$ cat config.mk
export PLATFORM = sky130hd
export DESIGN_NAME = pll_divider_search
export DESIGN_NICKNAME = d
export VERILOG_FILES = /design/src/rtl/core/pds_pkg.sv /design/src/rtl/core/pll_divider_search.sv /design/src/rtl/core/pds_divider.sv /design/src/rtl/core/pds_datapath.sv /design/src/rtl/core/pds_ctrl.sv
export SDC_FILE = /design/constraint.sdc
export NUM_CORES = 2
export LEC_CHECK = 0
export BUFFER_PORTS_ARGS = -buffer_cell sky130_fd_sc_hd__buf_2
export CORE_AREA = 3 3 427 429
export CTS_BUF_LIST = sky130_fd_sc_hd__clkbuf_8
export DETAILED_ROUTE_END_ITERATION = 7
export DIE_AREA = 0 0 430 432
export HOLD_SLACK_MARGIN = 0.1
export PLACE_DENSITY_LB_ADDON = 0.05
export SLEW_MARGIN = 10
export SYNTH_ARGS = -nofsm -noshare
export SYNTH_HDL_FRONTEND = slang
export SYNTH_HIERARCHICAL = 1
export SYNTH_SLANG_ARGS = --single-unit
$ cat constraint.sdc
create_clock -name aclk -period 10.4 [get_ports aclk]
set_clock_uncertainty 0.1 [all_clocks]
set_input_delay 1.04 -clock aclk [delete_from_list [all_inputs] [get_ports aclk]]
set_output_delay 1.04 -clock aclk [all_outputs]
set_load 0.1 [all_outputs]
$ cat src/rtl/core/pds_pkg.sv
// Package for the PLL divider search block: payload types, state codes and constants.
// No dependencies; used by the other files in rtl/core except pds_divider.
package pds_pkg;

    localparam int MAX_PRE_DIV_DEF  = 63;
    localparam int MAX_MULT_DEF     = 512;
    localparam int MAX_POST_DIV_DEF = 128;

    localparam logic [29:0] REF_MIN  = 30'd1000000;
    localparam logic [29:0] REF_MAX  = 30'd16000000;
    localparam logic [29:0] VCO_MIN  = 30'd150000000;
    localparam logic [29:0] VCO_MAX  = 30'd836000000;
    localparam int          MULT_MIN = 4;

    typedef struct packed {
        logic [29:0] source_hz;
        logic [29:0] target_p_hz;
        logic [29:0] target_q_hz;
        logic [29:0] target_r_hz;
        logic        p_even_only;
    } req_t;

    typedef struct packed {
        logic       found;
        logic [5:0] pre_divider;
        logic [9:0] multiplier;
        logic [7:0] p_divider;
        logic [7:0] q_divider;
        logic [7:0] r_divider;
    } rsp_t;

    typedef enum logic [3:0] {
        ST_IDLE,
        ST_REF_DIV,
        ST_REF_CHK,
        ST_VCO,
        ST_VCO_CHK,
        ST_DIV,
        ST_NEXT_N,
        ST_NEXT_M,
        ST_DONE
    } state_t;

    // Commands from controller to datapath.
    typedef struct packed {
        logic load;
        logic m_init;
        logic m_inc;
        logic div_start;
        logic n_init;
        logic n_inc;
        logic vco_calc;
        logic d_init;
        logic d_step;
        logic hit;
        logic out_clr;
    } cmd_t;

    // Status from datapath to controller.
    typedef struct packed {
        logic div_busy;
        logic ref_ok;
        logic vco_ok;
        logic m_last;
        logic n_last;
        logic d_last;
        logic all_met;
    } sts_t;

endpackage

$ cat src/rtl/core/pll_divider_search.sv
// PLL divider search handles one request at a time. For each pre-divider m a serial
// divider forms the reference; each kept multiplier n then runs divider trials (up to
// MAX_POST_DIV), with P, Q and R tried in parallel. The result is held until the
// transfer on the m_ channel completes.
module pll_divider_search #(
    parameter int MAX_PRE_DIV  = pds_pkg::MAX_PRE_DIV_DEF,
    parameter int MAX_MULT     = pds_pkg::MAX_MULT_DEF,
    parameter int MAX_POST_DIV = pds_pkg::MAX_POST_DIV_DEF
) (
    input  logic          aclk,
    input  logic          aresetn,
    input  logic          s_valid,
    output logic          s_ready,
    input  pds_pkg::req_t s_data,
    output logic          m_valid,
    input  logic          m_ready,
    output pds_pkg::rsp_t m_data
);

    pds_pkg::cmd_t cmd;
    pds_pkg::sts_t sts;

    pds_ctrl u_ctrl (
        .aclk    (aclk),
        .aresetn (aresetn),
        .s_valid (s_valid),
        .s_ready (s_ready),
        .m_valid (m_valid),
        .m_ready (m_ready),
        .sts     (sts),
        .cmd     (cmd)
    );

    pds_datapath #(
        .MAX_PRE_DIV  (MAX_PRE_DIV),
        .MAX_MULT     (MAX_MULT),
        .MAX_POST_DIV (MAX_POST_DIV)
    ) u_dp (
        .aclk    (aclk),
        .aresetn (aresetn),
        .req     (s_data),
        .cmd     (cmd),
        .sts     (sts),
        .rsp     (m_data)
    );

    a_no_accept_busy: assert property (@(posedge aclk) disable iff (!aresetn)
        m_valid |-> !s_ready) else $error("input taken while a result is pending");
    a_found_fields: assert property (@(posedge aclk) disable iff (!aresetn)
        (m_valid && !m_data.found) |-> (m_data.pre_divider == 6'd0
        && m_data.multiplier == 10'd0)) else $error("dividers set without a hit");
    a_hit_m: assert property (@(posedge aclk) disable iff (!aresetn)
        (m_valid && m_data.found) |-> (m_data.pre_divider != 6'd0))
        else $error("hit with zero pre-divider");

endmodule

$ cat src/rtl/core/pds_divider.sv
// Restoring serial divider, one quotient bit per cycle: 30-bit by 8-bit.
// Does not use pds_pkg.
module pds_divider (
    input  logic        aclk,
    input  logic        aresetn,
    input  logic        start,
    input  logic [29:0] dividend,
    input  logic [7:0]  divisor,
    output logic        busy,
    output logic [29:0] quotient
);

    logic [29:0] quot_reg, quot_next;
    logic [8:0]  rem_reg, rem_next;
    logic [7:0]  dsr_reg, dsr_next;
    logic [4:0]  cnt_reg, cnt_next;
    logic        busy_reg, busy_next;
    logic [8:0]  trial;

    always_comb begin
        quot_next = quot_reg;
        rem_next  = rem_reg;
        dsr_next  = dsr_reg;
        cnt_next  = cnt_reg;
        busy_next = busy_reg;
        trial     = {rem_reg[7:0], quot_reg[29]};
        if (start) begin
            quot_next = dividend;
            rem_next  = 9'd0;
            dsr_next  = divisor;
            cnt_next  = 5'd0;
            busy_next = 1'b1;
        end else if (busy_reg) begin
            if (trial >= {1'b0, dsr_reg}) begin
                rem_next  = trial - {1'b0, dsr_reg};
                quot_next = {quot_reg[28:0], 1'b1};
            end else begin
                rem_next  = trial;
                quot_next = {quot_reg[28:0], 1'b0};
            end
            cnt_next = cnt_reg + 5'd1;
            if (cnt_reg == 5'd29) begin
                busy_next = 1'b0;
            end
        end
    end

    always_ff @(posedge aclk) begin
        if (!aresetn) begin
            busy_reg <= 1'b0;
        end else begin
            busy_reg <= busy_next;
        end
        quot_reg <= quot_next;
        rem_reg  <= rem_next;
        dsr_reg  <= dsr_next;
        cnt_reg  <= cnt_next;
    end

    assign busy     = busy_reg;
    assign quotient = quot_reg;

endmodule

$ cat src/rtl/core/pds_datapath.sv
// Datapath of the PLL divider search: counters, reference and VCO values, divider trials.
// Depends on pds_pkg and pds_divider.
module pds_datapath #(
    parameter int MAX_PRE_DIV  = pds_pkg::MAX_PRE_DIV_DEF,
    parameter int MAX_MULT     = pds_pkg::MAX_MULT_DEF,
    parameter int MAX_POST_DIV = pds_pkg::MAX_POST_DIV_DEF
) (
    input  logic           aclk,
    input  logic           aresetn,
    input  pds_pkg::req_t  req,
    input  pds_pkg::cmd_t  cmd,
    output pds_pkg::sts_t  sts,
    output pds_pkg::rsp_t  rsp
);

    localparam int MW = $clog2(MAX_PRE_DIV + 1);
    localparam int NW = $clog2(MAX_MULT + 1);

    pds_pkg::req_t   req_reg;
    logic [MW-1:0]   m_reg;
    logic [NW-1:0]   n_reg;
    logic [8:0]      d_reg;
    logic [29:0]     ref_reg;
    logic [39:0]     vco_reg;
    logic [29:0]     quot;
    logic            div_busy;
    logic            p_reg, q_reg, r_reg;
    logic [7:0]      pd_reg, qd_reg, rd_reg;
    pds_pkg::rsp_t   rsp_reg;
    logic [29:0]     vco30;
    logic [38:0]     pq, qq, rq;
    logic [8:0]      d_p;

    pds_divider u_div (
        .aclk     (aclk),
        .aresetn  (aresetn),
        .start    (cmd.div_start),
        .dividend (req_reg.source_hz),
        .divisor  (8'(m_reg)),
        .busy     (div_busy),
        .quotient (quot)
    );

    assign vco30 = vco_reg[29:0];

    // floor(vco/d) == t  <=>  t*d <= vco < (t+1)*d ; P uses its own trial value.
    assign d_p = req_reg.p_even_only ? {d_reg[7:0], 1'b0} : d_reg + 9'd1;
    always_comb begin
        pq = 39'(req_reg.target_p_hz) * 39'(d_p);
        qq = 39'(req_reg.target_q_hz) * 39'(d_reg);
        rq = 39'(req_reg.target_r_hz) * 39'(d_reg);
    end

    function automatic logic hit_of(input logic [38:0] td, input logic [8:0] d,
                                    input logic [29:0] v);
        logic [39:0] up;
        begin
            up = 40'(td) + 40'(d);
            hit_of = (td <= 39'(v)) && (40'(v) < up);
        end
    endfunction

    always_ff @(posedge aclk) begin
        if (cmd.load) begin
            req_reg <= req;
        end
        if (cmd.m_init) begin
            m_reg <= MW'(1);
        end else if (cmd.m_inc) begin
            m_reg <= m_reg + MW'(1);
        end
        if (!div_busy) begin
            ref_reg <= quot;
        end
        if (cmd.n_init) begin
            n_reg <= NW'(pds_pkg::MULT_MIN);
        end else if (cmd.n_inc) begin
            n_reg <= n_reg + NW'(1);
        end
        if (cmd.vco_calc) begin
            vco_reg <= 40'(ref_reg) * 40'(n_reg);
        end
        if (cmd.d_init) begin
            d_reg  <= 9'd1;
            p_reg  <= (req_reg.target_p_hz == 30'd0);
            q_reg  <= (req_reg.target_q_hz == 30'd0);
            r_reg  <= (req_reg.target_r_hz == 30'd0);
            pd_reg <= 8'd0;
            qd_reg <= 8'd0;
            rd_reg <= 8'd0;
        end else if (cmd.d_step) begin
            d_reg <= d_reg + 9'd1;
            if (!p_reg && (32'(d_p) <= MAX_POST_DIV) && hit_of(pq, d_p, vco30)) begin
                p_reg  <= 1'b1;
                pd_reg <= d_p[7:0];
            end
            if (!q_reg && hit_of(qq, d_reg, vco30)) begin
                q_reg  <= 1'b1;
                qd_reg <= d_reg[7:0];
            end
            if (!r_reg && hit_of(rq, d_reg, vco30)) begin
                r_reg  <= 1'b1;
                rd_reg <= d_reg[7:0];
            end
        end
    end

    always_ff @(posedge aclk) begin
        if (cmd.out_clr) begin
            rsp_reg <= '0;
        end else if (cmd.hit) begin
            rsp_reg.found       <= 1'b1;
            rsp_reg.pre_divider <= 6'(m_reg);
            rsp_reg.multiplier  <= 10'(n_reg);
            rsp_reg.p_divider   <= pd_reg;
            rsp_reg.q_divider   <= qd_reg;
            rsp_reg.r_divider   <= rd_reg;
        end
    end

    // The reference is checked straight from the divider output, in the cycle it settles.
    assign sts.div_busy = div_busy;
    assign sts.ref_ok   = (quot >= pds_pkg::REF_MIN) && (quot <= pds_pkg::REF_MAX);
    assign sts.vco_ok   = (vco_reg >= 40'(pds_pkg::VCO_MIN))
                          && (vco_reg <= 40'(pds_pkg::VCO_MAX));
    assign sts.m_last   = (32'(m_reg) >= MAX_PRE_DIV);
    assign sts.n_last   = (32'(n_reg) >= MAX_MULT);
    assign sts.d_last   = (32'(d_reg) > MAX_POST_DIV);
    assign sts.all_met  = p_reg && q_reg && r_reg;
    assign rsp          = rsp_reg;

endmodule

$ cat src/rtl/core/pds_ctrl.sv
// Controller state machine of the PLL divider search.
// Depends on pds_pkg.
module pds_ctrl (
    input  logic          aclk,
    input  logic          aresetn,
    input  logic          s_valid,
    output logic          s_ready,
    output logic          m_valid,
    input  logic          m_ready,
    input  pds_pkg::sts_t sts,
    output pds_pkg::cmd_t cmd
);

    pds_pkg::state_t state_reg, state_next;

    always_comb begin
        state_next = state_reg;
        unique case (state_reg)
            pds_pkg::ST_IDLE:    if (s_valid) state_next = pds_pkg::ST_REF_DIV;
            pds_pkg::ST_REF_DIV: state_next = pds_pkg::ST_REF_CHK;
            pds_pkg::ST_REF_CHK: begin
                if (!sts.div_busy) begin
                    state_next = sts.ref_ok ? pds_pkg::ST_VCO : pds_pkg::ST_NEXT_M;
                end
            end
            pds_pkg::ST_VCO:     state_next = pds_pkg::ST_VCO_CHK;
            pds_pkg::ST_VCO_CHK: state_next = sts.vco_ok ? pds_pkg::ST_DIV : pds_pkg::ST_NEXT_N;
            pds_pkg::ST_DIV: begin
                if (sts.all_met) begin
                    state_next = pds_pkg::ST_DONE;
                end else if (sts.d_last) begin
                    state_next = pds_pkg::ST_NEXT_N;
                end
            end
            pds_pkg::ST_NEXT_N:  state_next = sts.n_last ? pds_pkg::ST_NEXT_M : pds_pkg::ST_VCO;
            pds_pkg::ST_NEXT_M:  state_next = sts.m_last ? pds_pkg::ST_DONE : pds_pkg::ST_REF_DIV;
            pds_pkg::ST_DONE:    if (m_ready) state_next = pds_pkg::ST_IDLE;
            default:             state_next = pds_pkg::ST_IDLE;
        endcase
    end

    always_comb begin
        cmd     = '0;
        s_ready = 1'b0;
        m_valid = 1'b0;
        unique case (state_reg)
            pds_pkg::ST_IDLE: begin
                s_ready     = 1'b1;
                cmd.load    = s_valid;
                cmd.m_init  = s_valid;
                cmd.out_clr = s_valid;
            end
            pds_pkg::ST_REF_DIV: cmd.div_start = 1'b1;
            pds_pkg::ST_REF_CHK: cmd.n_init = 1'b1;
            pds_pkg::ST_VCO:     cmd.vco_calc = 1'b1;
            pds_pkg::ST_VCO_CHK: cmd.d_init = 1'b1;
            pds_pkg::ST_DIV: begin
                cmd.hit    = sts.all_met;
                cmd.d_step = !sts.all_met && !sts.d_last;
            end
            pds_pkg::ST_NEXT_N:  cmd.n_inc = 1'b1;
            pds_pkg::ST_NEXT_M:  cmd.m_inc = 1'b1;
            pds_pkg::ST_DONE:    m_valid = 1'b1;
            default: ;
        endcase
    end

    always_ff @(posedge aclk) begin
        if (!aresetn) begin
            state_reg <= pds_pkg::ST_IDLE;
        end else begin
            state_reg <= state_next;
        end
    end

endmodule

==> impl_results.md <==
- Pwr/cell area: 218 mW/mm²
- Placed Cells: about 8,100
- Hold WC Path Type: primary input to register
- Syn avg cell area: 9.27 µm²
- Top FF cell, synth: edfxtp_1
- PostCTS Resize Cnt: 0
- Post-synth top area share: between 30% and 40%
- Routed WL: 175,000 µm
- Post-Syn Instances: between 5,000 and 6,000
- Register area share after synthesis: ~17%
- Slowest CP cell: or4_1
- Initial antenna violation count: 20
- Synthesized flop and latch total: 340
- Worst hold margin: 0.292 ns
- RSZ-0062 raised after global routing: false
- Synth warn: 6
- Clk slew on worst S/H paths: 0.06 ns
- Max FFs per register: 121
- # port buffers: 167
- Critical Setup Path Class: register to register
- Total GRT Usage: 19.2%
- Die Y: 432 µm
- Most used cell, CP: inv_1
- Post-DRT Antenna Nets: 0
- Peak Freq: 104 MHz
- Clock latency on the worst-skew pair: 0.81 ns
- Final period util: 92.7%
- Clock Tree Root: clkbuf_8
- LEAKAGE: 0.0275 µW
- Endpoints failing hold: 0
- Die X: ~430 µm
- Mapped cell area: ~0.054 mm²
- Worst Tran Pin Value: 1.17 ns
- Synth cell types: 93
- Post CTS Setup Buffer Count: 0
- Largest net degree at the start of global routing: 68
- Final setup viols: 0
- Final Net Count: 7,194
- Area leader, netlist: fa_1
- Setup TNS: 0 ns
- Crit-path max FO: 17
- Data required, critical path: 10.95 ns
- Layout cells sized above 1: around 7.4%
- CP peak stage delay: 0.75 ns
- Max VDD drop: between 0.00015 and 0.0002 V
- Max Cap Viol: 0
- Post-synth EDFFs: 232
- I/O pin total: 168
- Rows: about 160
- Drt pass-1 iters: 8
- Initial core utilization: between 30% and 40%
- DR iter-0 viols: 2,089
- Crit path time final: 9.64 ns
- Core box area: about 0.18 mm²
- Die area: 0.186 mm²
- Max Transition Viols Final: 0
- Slew headroom: 20.8%
- Post-DP HPWL: 133,000 µm
- Clock tree buffer depth: 3
- Synth area leaders: fa_1 (30%), edfxtp_1 (13%), ha_1 (11%)
- First-pass GRT wire length: 272,000 µm
- Residual DRC count: 0
- Share of flip-flops with an asynchronous set or reset: 0%
- Worst path arrival time: 10.19 ns
- Total congestion overflow: 0
- Vias per cell: 4.90
- CTS tree: done
- Startpoint Class: register
- Non-filler cells, final: around 8,000
- CTS Sinks: 340
- CP Capture Type: register
- Detailed-route via count: 40,236
- Area Growth Syn to Fin: 8.77%
- Status: finished, final reports clean
- GPL Wtd Cong: 0.823
- Number of global-route vias before repair: 43,689
- CTS Hold Bufs: 0
- H-tree depth: 3
- WL per Instance: 21.3 µm
- Total CTS buffers: 76
-- worst max-delay path: cells and delay by family, from the launching register on --
kind | cells | cell delay (ns)
AOI/OAI and AO/OA | 14 | 2.88
xor gates and xnor gates | 2 | 0.46
adders and majority gates | 7 | 3.08
buffers and inverters | 5 | 0.92
DFF | 1 | 0.35
and+or+nand+nor | 7 | 1.69
-- cell families (layout without fill, tap and decap cells) --
| family | count (synthesis) | count (layout) | share of synthesized area [%] |
|---|---|---|---|
| AO/OA/AOI/OAI | 759 | 759 | 9.47 |
| XOR/XNOR | 230 | 230 | 3.76 |
| adder cells (fa/ha/maj) | 1285 | 1285 | 41.4 |
| buffers and inverters | 1061 | 1117 | 7.51 |
| flip-flops | 340 | 340 | 17.0 |
| multiplexers | 104 | 104 | 2.02 |
| other | 1 | 13 | 0.00699 |
| AND/OR/NAND/NOR | 2006 | 2006 | 18.8 |
-- Yosys cell counts, drive strengths merged, types with 37 or more instances --
cell type	count
xnor2	133
nor2b	42
nand2b	52
clkbuf	207
o21ai	122
a21oi	212
nor3	50
a211oi	37
nor2	217
and2	507
nand4	87
o21a	41
nand3	74
edfxtp	232
fa	817
nand2	787
dfxtp	108
xor2	97
mux2i	72
inv	739
nor4	50
a21o	116
ha	468
buf	115
-- routing by layer --
metal,track usage [%],part of all wire [%],up-vias
met4,5.11,2.6,2
met3,2.90,4.0,187
met5,0,0.0074,-
li1,-,-,18923
met1,26.0,46,20440
met2,31.9,47,684
-- path summary, 6_finish.rpt --
kind,cells after the start,to,slack [ns],start
max,35,u_dp/pd_reg[6]$_SDFFE_PP0P_,0.76,u_dp/d_reg[0]$_SDFFE_PP1P_
min,1,u_dp/req_reg[8]$_DFFE_PP_,0.29,s_data[8]
max reg2reg,35,u_dp/pd_reg[6]$_SDFFE_PP0P_,0.76,u_dp/d_reg[0]$_SDFFE_PP1P_
min reg2reg,2,u_dp/rsp[40]$_SDFFE_PP0P_,0.37,u_dp/rsp[40]$_SDFFE_PP0P_
-- cell type report --
type,instances,area [µm²]
Antenna cell,11,27.5
Clock buffer,78,1070
Clock inverter,59,434
Fill cell,18673,120000
Inverter,739,2770
Multi-Input combinational cell,4386,40500
Sequential cell,340,9140
Tap cell,2355,2950
Timing Repair Buffer,241,1390
-- where the power goes --
group	switching, µW	leakage [µW]	total [µW]	internal (µW)
Clock	769	0.000852	1580	814
Sequential	762	0.00308	2710	1940
Combinational	5160	0.0236	8450	3300
Total	6690	0.0275	12700	6050
-- placed cells by master (no fill, tap or decap), drive strengths merged, types with 87 or more instances in the layout --
| cell | count |
|---|---|
| xnor2 | 133 |
| ha | 468 |
| nand2 | 787 |
| xor2 | 97 |
| nor2 | 217 |
| dfxtp | 108 |
| o21ai | 122 |
| nand4 | 87 |
| inv | 770 |
| and2 | 507 |
| edfxtp | 232 |
| fa | 817 |
| a21oi | 212 |
| buf | 241 |
| a21o | 116 |
-- per-stage QoR --
| stage | setup WS (ns) | util [%] | power [µW] | instance area [µm²] |
|---|---|---|---|---|
| detailed placement | 0.606 | 31.8 | 11300 | 56800 |
| global placement | 0.701 | 31.8 | 11300 | 56800 |
| global route | 0.0124 | 32.6 | 14200 | 58300 |
| floorplan | 1.82 | - | 8530 | 53600 |
| finish | 0.755 | 32.7 | 12700 | 58300 |
| CTS | 0.503 | 32.6 | 13000 | 58300 |
Power figures use the tool's default switching activity.
